--- config.mk ---
export PLATFORM = sky130hd
export DESIGN_NAME = stable_priority_queue_decrease_key
export DESIGN_NICKNAME = d
export VERILOG_FILES = /design/src/design/spq_pkg.sv /design/src/design/spq_ctrl.sv /design/src/design/spq_dp.sv /design/src/design/stable_priority_queue_decrease_key.sv
export SDC_FILE = /design/constraint.sdc
export NUM_CORES = 2
export LEC_CHECK = 0
export ABC_AREA = 1
export BUFFER_PORTS_ARGS = -buffer_cell sky130_fd_sc_hd__buf_2
export CORE_ASPECT_RATIO = 1.75
export CORE_MARGIN = 2
export CORE_UTILIZATION = 55
export CTS_BUF_LIST = sky130_fd_sc_hd__clkbuf_4
export CTS_CLUSTER_DIAMETER = 30
export DETAILED_ROUTE_END_ITERATION = 8
export PLACE_DENSITY = 0.82
export SYNTH_ARGS = -nofsm -noshare
export SYNTH_HDL_FRONTEND = slang
export SYNTH_HIERARCHICAL = 1
export SYNTH_SLANG_ARGS = --single-unit
--- constraint.sdc ---
create_clock -name clock -period 5.64 [get_ports clock]
set_clock_uncertainty 0.2 [all_clocks]
set_input_delay 0.282 -clock clock [delete_from_list [all_inputs] [get_ports clock]]
set_output_delay 0.282 -clock clock [all_outputs]
set_load 0.005 [all_outputs]
--- src/design/spq_pkg.sv ---
`timescale 1ns / 1ps
// ----------------------------------------------------------------------------
// Stable priority queue package
// Operation and status codes, and the command and status structs that pass
// between the controller and the datapath.
// ----------------------------------------------------------------------------
package spq_pkg;

   localparam logic [1:0] OP_INSERT  = 2'd0;
   localparam logic [1:0] OP_POP     = 2'd1;
   localparam logic [1:0] OP_UPGRADE = 2'd2;
   localparam logic [1:0] OP_CLEAR   = 2'd3;

   localparam logic [2:0] ST_OK         = 3'd0;
   localparam logic [2:0] ST_EMPTY      = 3'd1;
   localparam logic [2:0] ST_NOT_FOUND  = 3'd2;
   localparam logic [2:0] ST_NOT_URGENT = 3'd3;
   localparam logic [2:0] ST_FULL       = 3'd4;

   // Commands from the controller to the datapath.
   typedef struct packed {
      logic do_insert;
      logic do_pop;
      logic do_upgrade;
      logic do_clear;
   } cmd_type;

   // Status from the datapath to the controller.
   typedef struct packed {
      logic is_full;
      logic is_empty;
      logic id_found;
      logic more_urgent;
   } stat_type;

endpackage

--- src/design/spq_ctrl.sv ---
`timescale 1ns / 1ps
// ----------------------------------------------------------------------------
// Stable priority queue controller
// Decodes the request against the datapath status, issues the update command
// and picks the response status code.
// ----------------------------------------------------------------------------
module spq_ctrl (
   input  logic              clock,
   input  logic              reset,
   input  logic              req_fire,
   input  logic [1:0]        operation,
   input  spq_pkg::stat_type stat,
   output spq_pkg::cmd_type  cmd,
   output logic [2:0]        status_in
);

   // Two states: the controller never holds off a request; this bit tracks
   // whether a response has ever been issued since reset.
   localparam logic S_IDLE = 1'b0;
   localparam logic S_RUN  = 1'b1;

   logic state_ff;
   logic state_in;

   // State register.
   always_ff @(posedge clock) begin
      if (reset) begin
         state_ff <= S_IDLE;
      end else begin
         state_ff <= state_in;
      end
   end

   assign state_in = (req_fire || state_ff == S_RUN) ? S_RUN : S_IDLE;

   // Decode the operation into a command and a status code.
   always_comb begin
      cmd       = '0;
      status_in = spq_pkg::ST_OK;
      unique case (operation)
         spq_pkg::OP_INSERT: begin
            if (stat.is_full) begin
               status_in = spq_pkg::ST_FULL;
            end else begin
               cmd.do_insert = req_fire;
            end
         end
         spq_pkg::OP_POP: begin
            if (stat.is_empty) begin
               status_in = spq_pkg::ST_EMPTY;
            end else begin
               cmd.do_pop = req_fire;
            end
         end
         spq_pkg::OP_UPGRADE: begin
            priority if (stat.is_empty) begin
               status_in = spq_pkg::ST_EMPTY;
            end else if (!stat.id_found) begin
               status_in = spq_pkg::ST_NOT_FOUND;
            end else if (!stat.more_urgent) begin
               status_in = spq_pkg::ST_NOT_URGENT;
            end else begin
               cmd.do_upgrade = req_fire;
            end
         end
         default: begin
            cmd.do_clear = req_fire;
         end
      endcase
   end

endmodule

--- src/design/spq_dp.sv ---
`timescale 1ns / 1ps
// ----------------------------------------------------------------------------
// Stable priority queue datapath
// A sorted shift-register array of slots. Every slot compares itself with the
// request in parallel and decides to hold, shift back, shift forward or load.
// ----------------------------------------------------------------------------
module spq_dp #(
   parameter int unsigned CAPACITY      = 16,
   parameter int unsigned PRIORITY_BITS = 16,
   parameter int unsigned ID_BITS       = 16,
   parameter int unsigned CNT_W         = $clog2(CAPACITY + 1)
) (
   input  logic                     clock,
   input  logic                     reset,
   input  spq_pkg::cmd_type         cmd,
   input  logic [ID_BITS-1:0]       id_req,
   input  logic [PRIORITY_BITS-1:0] pri_req,
   output spq_pkg::stat_type        stat,
   output logic [ID_BITS-1:0]       head_id,
   output logic [PRIORITY_BITS-1:0] head_pri,
   output logic [ID_BITS-1:0]       head_id_now,
   output logic [CNT_W-1:0]         count
);

   logic [ID_BITS-1:0]       id_ff  [CAPACITY];
   logic [PRIORITY_BITS-1:0] pri_ff [CAPACITY];
   logic [CAPACITY-1:0]      valid_ff;
   logic [CNT_W-1:0]         count_ff;

   logic [CAPACITY-1:0] gt;      // slot priority greater than request
   logic [CAPACITY-1:0] match;   // slot id equals request
   logic [CAPACITY-1:0] first;   // first matching slot
   logic [CAPACITY-1:0] ahead;   // slots strictly ahead of the first match
   logic [CAPACITY-1:0] ins_at;  // insertion position
   logic [CAPACITY-1:0] behind;  // slots at or behind insertion position
   logic                urgent;

   // Parallel compares on every slot.
   always_comb begin
      for (int i = 0; i < CAPACITY; i++) begin
         gt[i]    = valid_ff[i] && (pri_ff[i] > pri_req);
         match[i] = valid_ff[i] && (id_ff[i] == id_req);
      end
   end

   // One-hot first match, and the insertion point as first greater slot
   // (or the first free slot when none is greater).
   always_comb begin
      first = match & ~(match - CAPACITY'(1));
      ahead = first - CAPACITY'(1);
      if (match == '0) begin
         ahead = '1;
      end
      // gt is a prefix-free run under sorting: ones from some point to count.
      behind = gt | ~valid_ff;
      ins_at = behind & ~(behind - CAPACITY'(1));
      urgent = |(first & gt);
   end

   assign stat.is_full     = valid_ff[CAPACITY-1];
   assign stat.is_empty    = !valid_ff[0];
   assign stat.id_found    = |match;
   assign stat.more_urgent = urgent;

   // Slot update: each slot picks its next value from itself or a neighbour.
   always_ff @(posedge clock) begin
      for (int i = 0; i < CAPACITY; i++) begin
         if (cmd.do_pop) begin
            if (i < CAPACITY - 1) begin
               id_ff[i]  <= id_ff[i+1];
               pri_ff[i] <= pri_ff[i+1];
            end
         end else if (cmd.do_insert || (cmd.do_upgrade && ahead[i])) begin
            if (ins_at[i]) begin
               id_ff[i]  <= id_req;
               pri_ff[i] <= pri_req;
            end else if (behind[i] && i > 0) begin
               id_ff[i]  <= id_ff[(i > 0) ? i - 1 : 0];
               pri_ff[i] <= pri_ff[(i > 0) ? i - 1 : 0];
            end
         end else if (cmd.do_upgrade && first[i]) begin
            // The matched slot takes its neighbour, or the request if the
            // insertion point lands on it.
            if (ins_at[i]) begin
               pri_ff[i] <= pri_req;
            end else if (i > 0) begin
               id_ff[i]  <= id_ff[(i > 0) ? i - 1 : 0];
               pri_ff[i] <= pri_ff[(i > 0) ? i - 1 : 0];
            end
         end
      end
   end

   // Occupancy as a thermometer of valid bits plus a count.
   always_ff @(posedge clock) begin
      if (reset || cmd.do_clear) begin
         valid_ff <= '0;
         count_ff <= '0;
      end else if (cmd.do_insert) begin
         valid_ff <= {valid_ff[CAPACITY-2:0], 1'b1};
         count_ff <= count_ff + CNT_W'(1);
      end else if (cmd.do_pop) begin
         valid_ff <= {1'b0, valid_ff[CAPACITY-1:1]};
         count_ff <= count_ff - CNT_W'(1);
      end
   end

   assign head_id     = valid_ff[0] ? id_ff[0] : '0;
   assign head_pri    = valid_ff[0] ? pri_ff[0] : '0;
   assign head_id_now = id_ff[0];
   assign count       = count_ff;

endmodule

--- src/design/stable_priority_queue_decrease_key.sv ---
`timescale 1ns / 1ps
// ----------------------------------------------------------------------------
// Stable priority queue with decrease-key
// Top level: request and response channels around controller and datapath.
// ----------------------------------------------------------------------------
// Usage:
//   A request carries an operation (insert, pop, upgrade, clear), an
//   identifier and a priority. Each request yields one response with the
//   status, the popped identifier, the front entry, emptiness and the count.
//   The slots form a sorted shift-register array; every slot compares with
//   the request in parallel, so an operation completes at the accepting
//   edge. The response is registered and appears the cycle after
//   acceptance; one request per cycle while the receiver keeps up.
//   A new request is taken while the response register is empty or being
//   read in the same cycle; when the receiver stalls, the response holds and
//   req_ready stays low until it is taken.
//   Reset empties the queue and the response register; slot contents are
//   not cleared, only their valid bits.
// ----------------------------------------------------------------------------
module stable_priority_queue_decrease_key #(
   parameter int unsigned CAPACITY      = 16,
   parameter int unsigned PRIORITY_BITS = 16,
   parameter int unsigned ID_BITS       = 16
) (
   input  logic   clock,
   input  logic   reset,
   input  logic                 req_valid,
   output logic                 req_ready,
   input  logic [1:0]           req_operation,
   input  logic [15:0]          req_patient_id,
   input  logic [15:0]          req_priority_req,
   output logic                 rsp_valid,
   input  logic                 rsp_ready,
   output logic [2:0]           rsp_status,
   output logic [15:0]          rsp_popped_id,
   output logic [15:0]          rsp_front_id,
   output logic [15:0]          rsp_front_priority,
   output logic                 rsp_is_empty,
   output logic [4:0]           rsp_entry_count
);

   localparam int unsigned CNT_W = $clog2(CAPACITY + 1);

   spq_pkg::cmd_type  cmd;
   spq_pkg::stat_type stat;
   logic [2:0]               status_in;
   logic [ID_BITS-1:0]       head_id;
   logic [ID_BITS-1:0]       head_id_now;
   logic [PRIORITY_BITS-1:0] head_pri;
   logic [CNT_W-1:0]         count;
   logic                     req_fire;

   logic                     rsp_valid_ff;
   logic [2:0]               status_ff;
   logic [15:0]              popped_ff;
   logic                     popped_ff_en;

   assign req_ready = !rsp_valid_ff || rsp_ready;
   assign req_fire  = req_valid && req_ready;

   spq_ctrl u_ctrl (
      .clock     (clock),
      .reset     (reset),
      .req_fire  (req_fire),
      .operation (req_operation),
      .stat      (stat),
      .cmd       (cmd),
      .status_in (status_in)
   );

   spq_dp #(
      .CAPACITY      (CAPACITY),
      .PRIORITY_BITS (PRIORITY_BITS),
      .ID_BITS       (ID_BITS),
      .CNT_W         (CNT_W)
   ) u_dp (
      .clock       (clock),
      .reset       (reset),
      .cmd         (cmd),
      .id_req      (req_patient_id[ID_BITS-1:0]),
      .pri_req     (req_priority_req[PRIORITY_BITS-1:0]),
      .stat        (stat),
      .head_id     (head_id),
      .head_pri    (head_pri),
      .head_id_now (head_id_now),
      .count       (count)
   );

   assign popped_ff_en = cmd.do_pop;

   // Response register; the front and count come live from the slots, which
   // only change when a request is accepted.
   always_ff @(posedge clock) begin
      if (reset) begin
         rsp_valid_ff <= 1'b0;
      end else if (req_fire) begin
         rsp_valid_ff <= 1'b1;
      end else if (rsp_ready) begin
         rsp_valid_ff <= 1'b0;
      end
   end

   always_ff @(posedge clock) begin
      if (req_fire) begin
         status_ff <= status_in;
         popped_ff <= popped_ff_en ? 16'(head_id_now) : 16'd0;
      end
   end

   assign rsp_valid          = rsp_valid_ff;
   assign rsp_status         = status_ff;
   assign rsp_popped_id      = popped_ff;
   assign rsp_front_id       = 16'(head_id);
   assign rsp_front_priority = 16'(head_pri);
   assign rsp_is_empty       = (count == '0);
   assign rsp_entry_count    = 5'(count);

   // A pending response is held while the receiver stalls.
   assert property (@(posedge clock) disable iff (reset)
      rsp_valid && !rsp_ready |=> rsp_valid && $stable(rsp_status))
      else $error("response changed while stalled");

   // A pop only ever happens on a non-empty queue.
   assert property (@(posedge clock) disable iff (reset)
      cmd.do_pop |-> count != '0)
      else $error("pop of empty queue");

   // An insert never overfills the queue.
   assert property (@(posedge clock) disable iff (reset)
      cmd.do_insert |=> count != '0 && $past(count) != CNT_W'(CAPACITY))
      else $error("insert into full queue");

endmodule

==> results.cfg <==
[routing]
drt-vias-per-instance = 6.623
firstDrtPassIters = 8
postRouteAntennaNets = 0
vias = 44620
wl_per_cell_um = 27.14
drc = 0
drtIter0Drc = 5968
totalWireLength_um = 182900

[cells_and_area]
nets = 5913
stdcell_count = 6737
final_common_cell = nand2_1
area_growth_pct = 13.51
drive_gt1_share_pct = 14.61
final_cell_mix = 968 x nand2_1, 537 x inv_1, 531 x edfxtp_1, 460 x o21ai_0, 436 x nor2_1

[synth]
synth_area_leader_cell = edfxtp_1
synth_fp_nets = 5648
netlist_instances = 5350
ys_warn_count = 6
synth_edf_count = 531
synth_top_area_share_pct = 37.79
synth_seq_cells = 553
yosys.cell_types.count = 82
ys.flop_type = edfxtp_1
ys_top_cells_by_area = edfxtp_1 38%, nand2_1 8.6%, ha_1 7.7%
ys_seq_area_share_pct = 38.83
async_reset_ff_share_pct = 0
syn_area_um2 = 42200
syn_area_per_cell_um2 = 7.888

[sta]
finalWorstSetupSlack_ns = 0.2116
slew_viol_final = 0
worst_pin_slew_ns = 1.046
final-setup-viol-count = 0
holdWs_ns = 0.07187
finalCritPeriodShare_pct = 96.25
final-hold-violation-count = 0
timing.slew.headroom_pct = 30.22
rsz0062_at_grt = false
fin_crit_ns = 5.428
fmax_ghz = 0.1842

[clock_tree]
root_buffer = clkbuf_4
cts_tree = yes
cts_buffers = 146
htree_levels = 4
clk_pin_slew_worst_paths_ns = 0.07
clk_latency_ns = 1.16
clock_sinks = 553
clockBufferDepth = 3

[power_and_ir_drop]
leakage_nw = 20.46
vdd_ir_drop_max_mv = 0.1868
power_density_nw_per_um2 = 220.9

[floorplanning]
start_util_pct = 55.44
rows = 134
design.core.area_um2 = 76120
dieWidth_um = 213.4
die_h_um = 370.4
boundaryPins = 97
die_area_um2 = 79050

[place]
pre_cts_ws_ns = -0.1757
dp_hpwl_um = 135100
io_buffer_count = 96
gp_congestion = 1.064
placedCellCount = 6436

[flow_run]
maxCapViolCount = 0

[hold_path]
hp-class = in -> reg

[critical_path]
required_ns = 6.30
crit_arrival_ns = 6.09
cp_num_buf_inv = 11
crit_path_end_kind = register
critPathKind = in -> reg
critPathLaunchType = input port
cp_top_family = buffers and inverters
critPathMaxFanout = 16
path_common_cell = nand2_1
slowest_stage = dlygate4sd3_1
max_stage_delay_ns = 0.57

[global_routing]
grt_max_degree = 58
grt_antenna_before_repair = 9
grtUsageTotal_pct = 46.17
overflow = 0
grt_pass1_vias = 43980
grt_pass1_wl_um = 268400

[status]
status = finished clean
-- metal layers --
metal / vias up / track usage (%) / wire length (um)
met5: - / 0 / 51
met4: 8 / 41.69 / 19690
met3: 1112 / 12.87 / 19790
met2: 3259 / 74.18 / 84550
met1: 20710 / 49.03 / 58770
li1: 19530 / - / -
-- cell usage after synthesis, drive strengths merged, types with 89 or more instances --
library cell,n
o22ai,259
o21ai,636
nand3,164
o211ai,118
a21oi,437
ha,259
clkbuf,146
edfxtp,531
nor2,464
nor3,89
nand4,106
nand2,1011
buf,192
inv,578
-- cell families after synthesis --
kind of cell / Yosys count / share of synthesized area [%]
XOR/XNOR: 73 / 1.533
flip-flops: 553 / 38.83
adder cells (fa/ha/maj): 260 / 7.727
buffers and inverters: 924 / 9.512
AO/OA/AOI/OAI: 1619 / 22.31
AND/OR/NAND/NOR: 1921 / 20.09
-- area by class of cell --
cell class                      count  area, um2
Fill cell                        6971      28220
Multi-Input combinational cell   3873      21930
Sequential cell                   553      16390
Timing Repair Buffer              455       4163
Inverter                          586       2206
Clock buffer                      194       1456
Tap cell                         1020       1276
Clock inverter                     49      465.4
Antenna cell                        7      17.52
-- tightest hold or removal path, delay by kind of cell --
| kind | cells | cell delay [ns] |
|---|---|---|
| buf+inv | 3 | 0.83 |
| compound gates | 1 | 0.09 |
| simple gates | 1 | 0.07 |
-- what timing repair did --
action	in CTS	in global routing
buffers inserted	0	3
hold endpoints to repair	555	0
resized for setup	0	14
hold buffers	48	0
setup endpoints to repair	0	1002
-- final timing paths --
check	start	end	slack [ns]	depth (start not counted)
min	req_priority_req[0]	u_dp/pri_ff[0][0]	0.07	5
max	req_patient_id[2]	u_dp/id_ff[0][55]	0.21	36
max reg2reg	u_dp/id_ff[1][36]	u_dp/pri_ff[0][102]	0.24	27
min reg2reg	u_dp/count[4]	u_dp/count[4]	0.32	2
-- state kept, by name, summed over array words and instances (netlist names) --
register / cells
u_dp/id_ff: 256
u_dp/pri_ff: 256
rsp_popped_id: 16
u_dp/valid_ff: 16
u_dp/count: 5
rsp_status: 3
rsp_valid: 1
-- through the flow --
step	cell area [um2]	utilization (%)	TNS, ns	power (mW)
2_1_floorplan	42210	-	0	5.880
3_3_place_gp	45380	59.62	-9.174	6.564
3_5_place_dp	45380	59.62	-11.87	6.594
4_1_cts	47780	62.77	0	10.51
5_1_grt	47890	62.92	0	10.93
6_report	47900	62.93	0	10.58
-- power breakdown --
part	switching, mW	leakage, nW	internal [mW]
sequential	0.159	5.06	4.69
combinational	1.19	14.3	0.596
clock	1.90	1.14	2.05
Power figures use the tool's default switching activity.
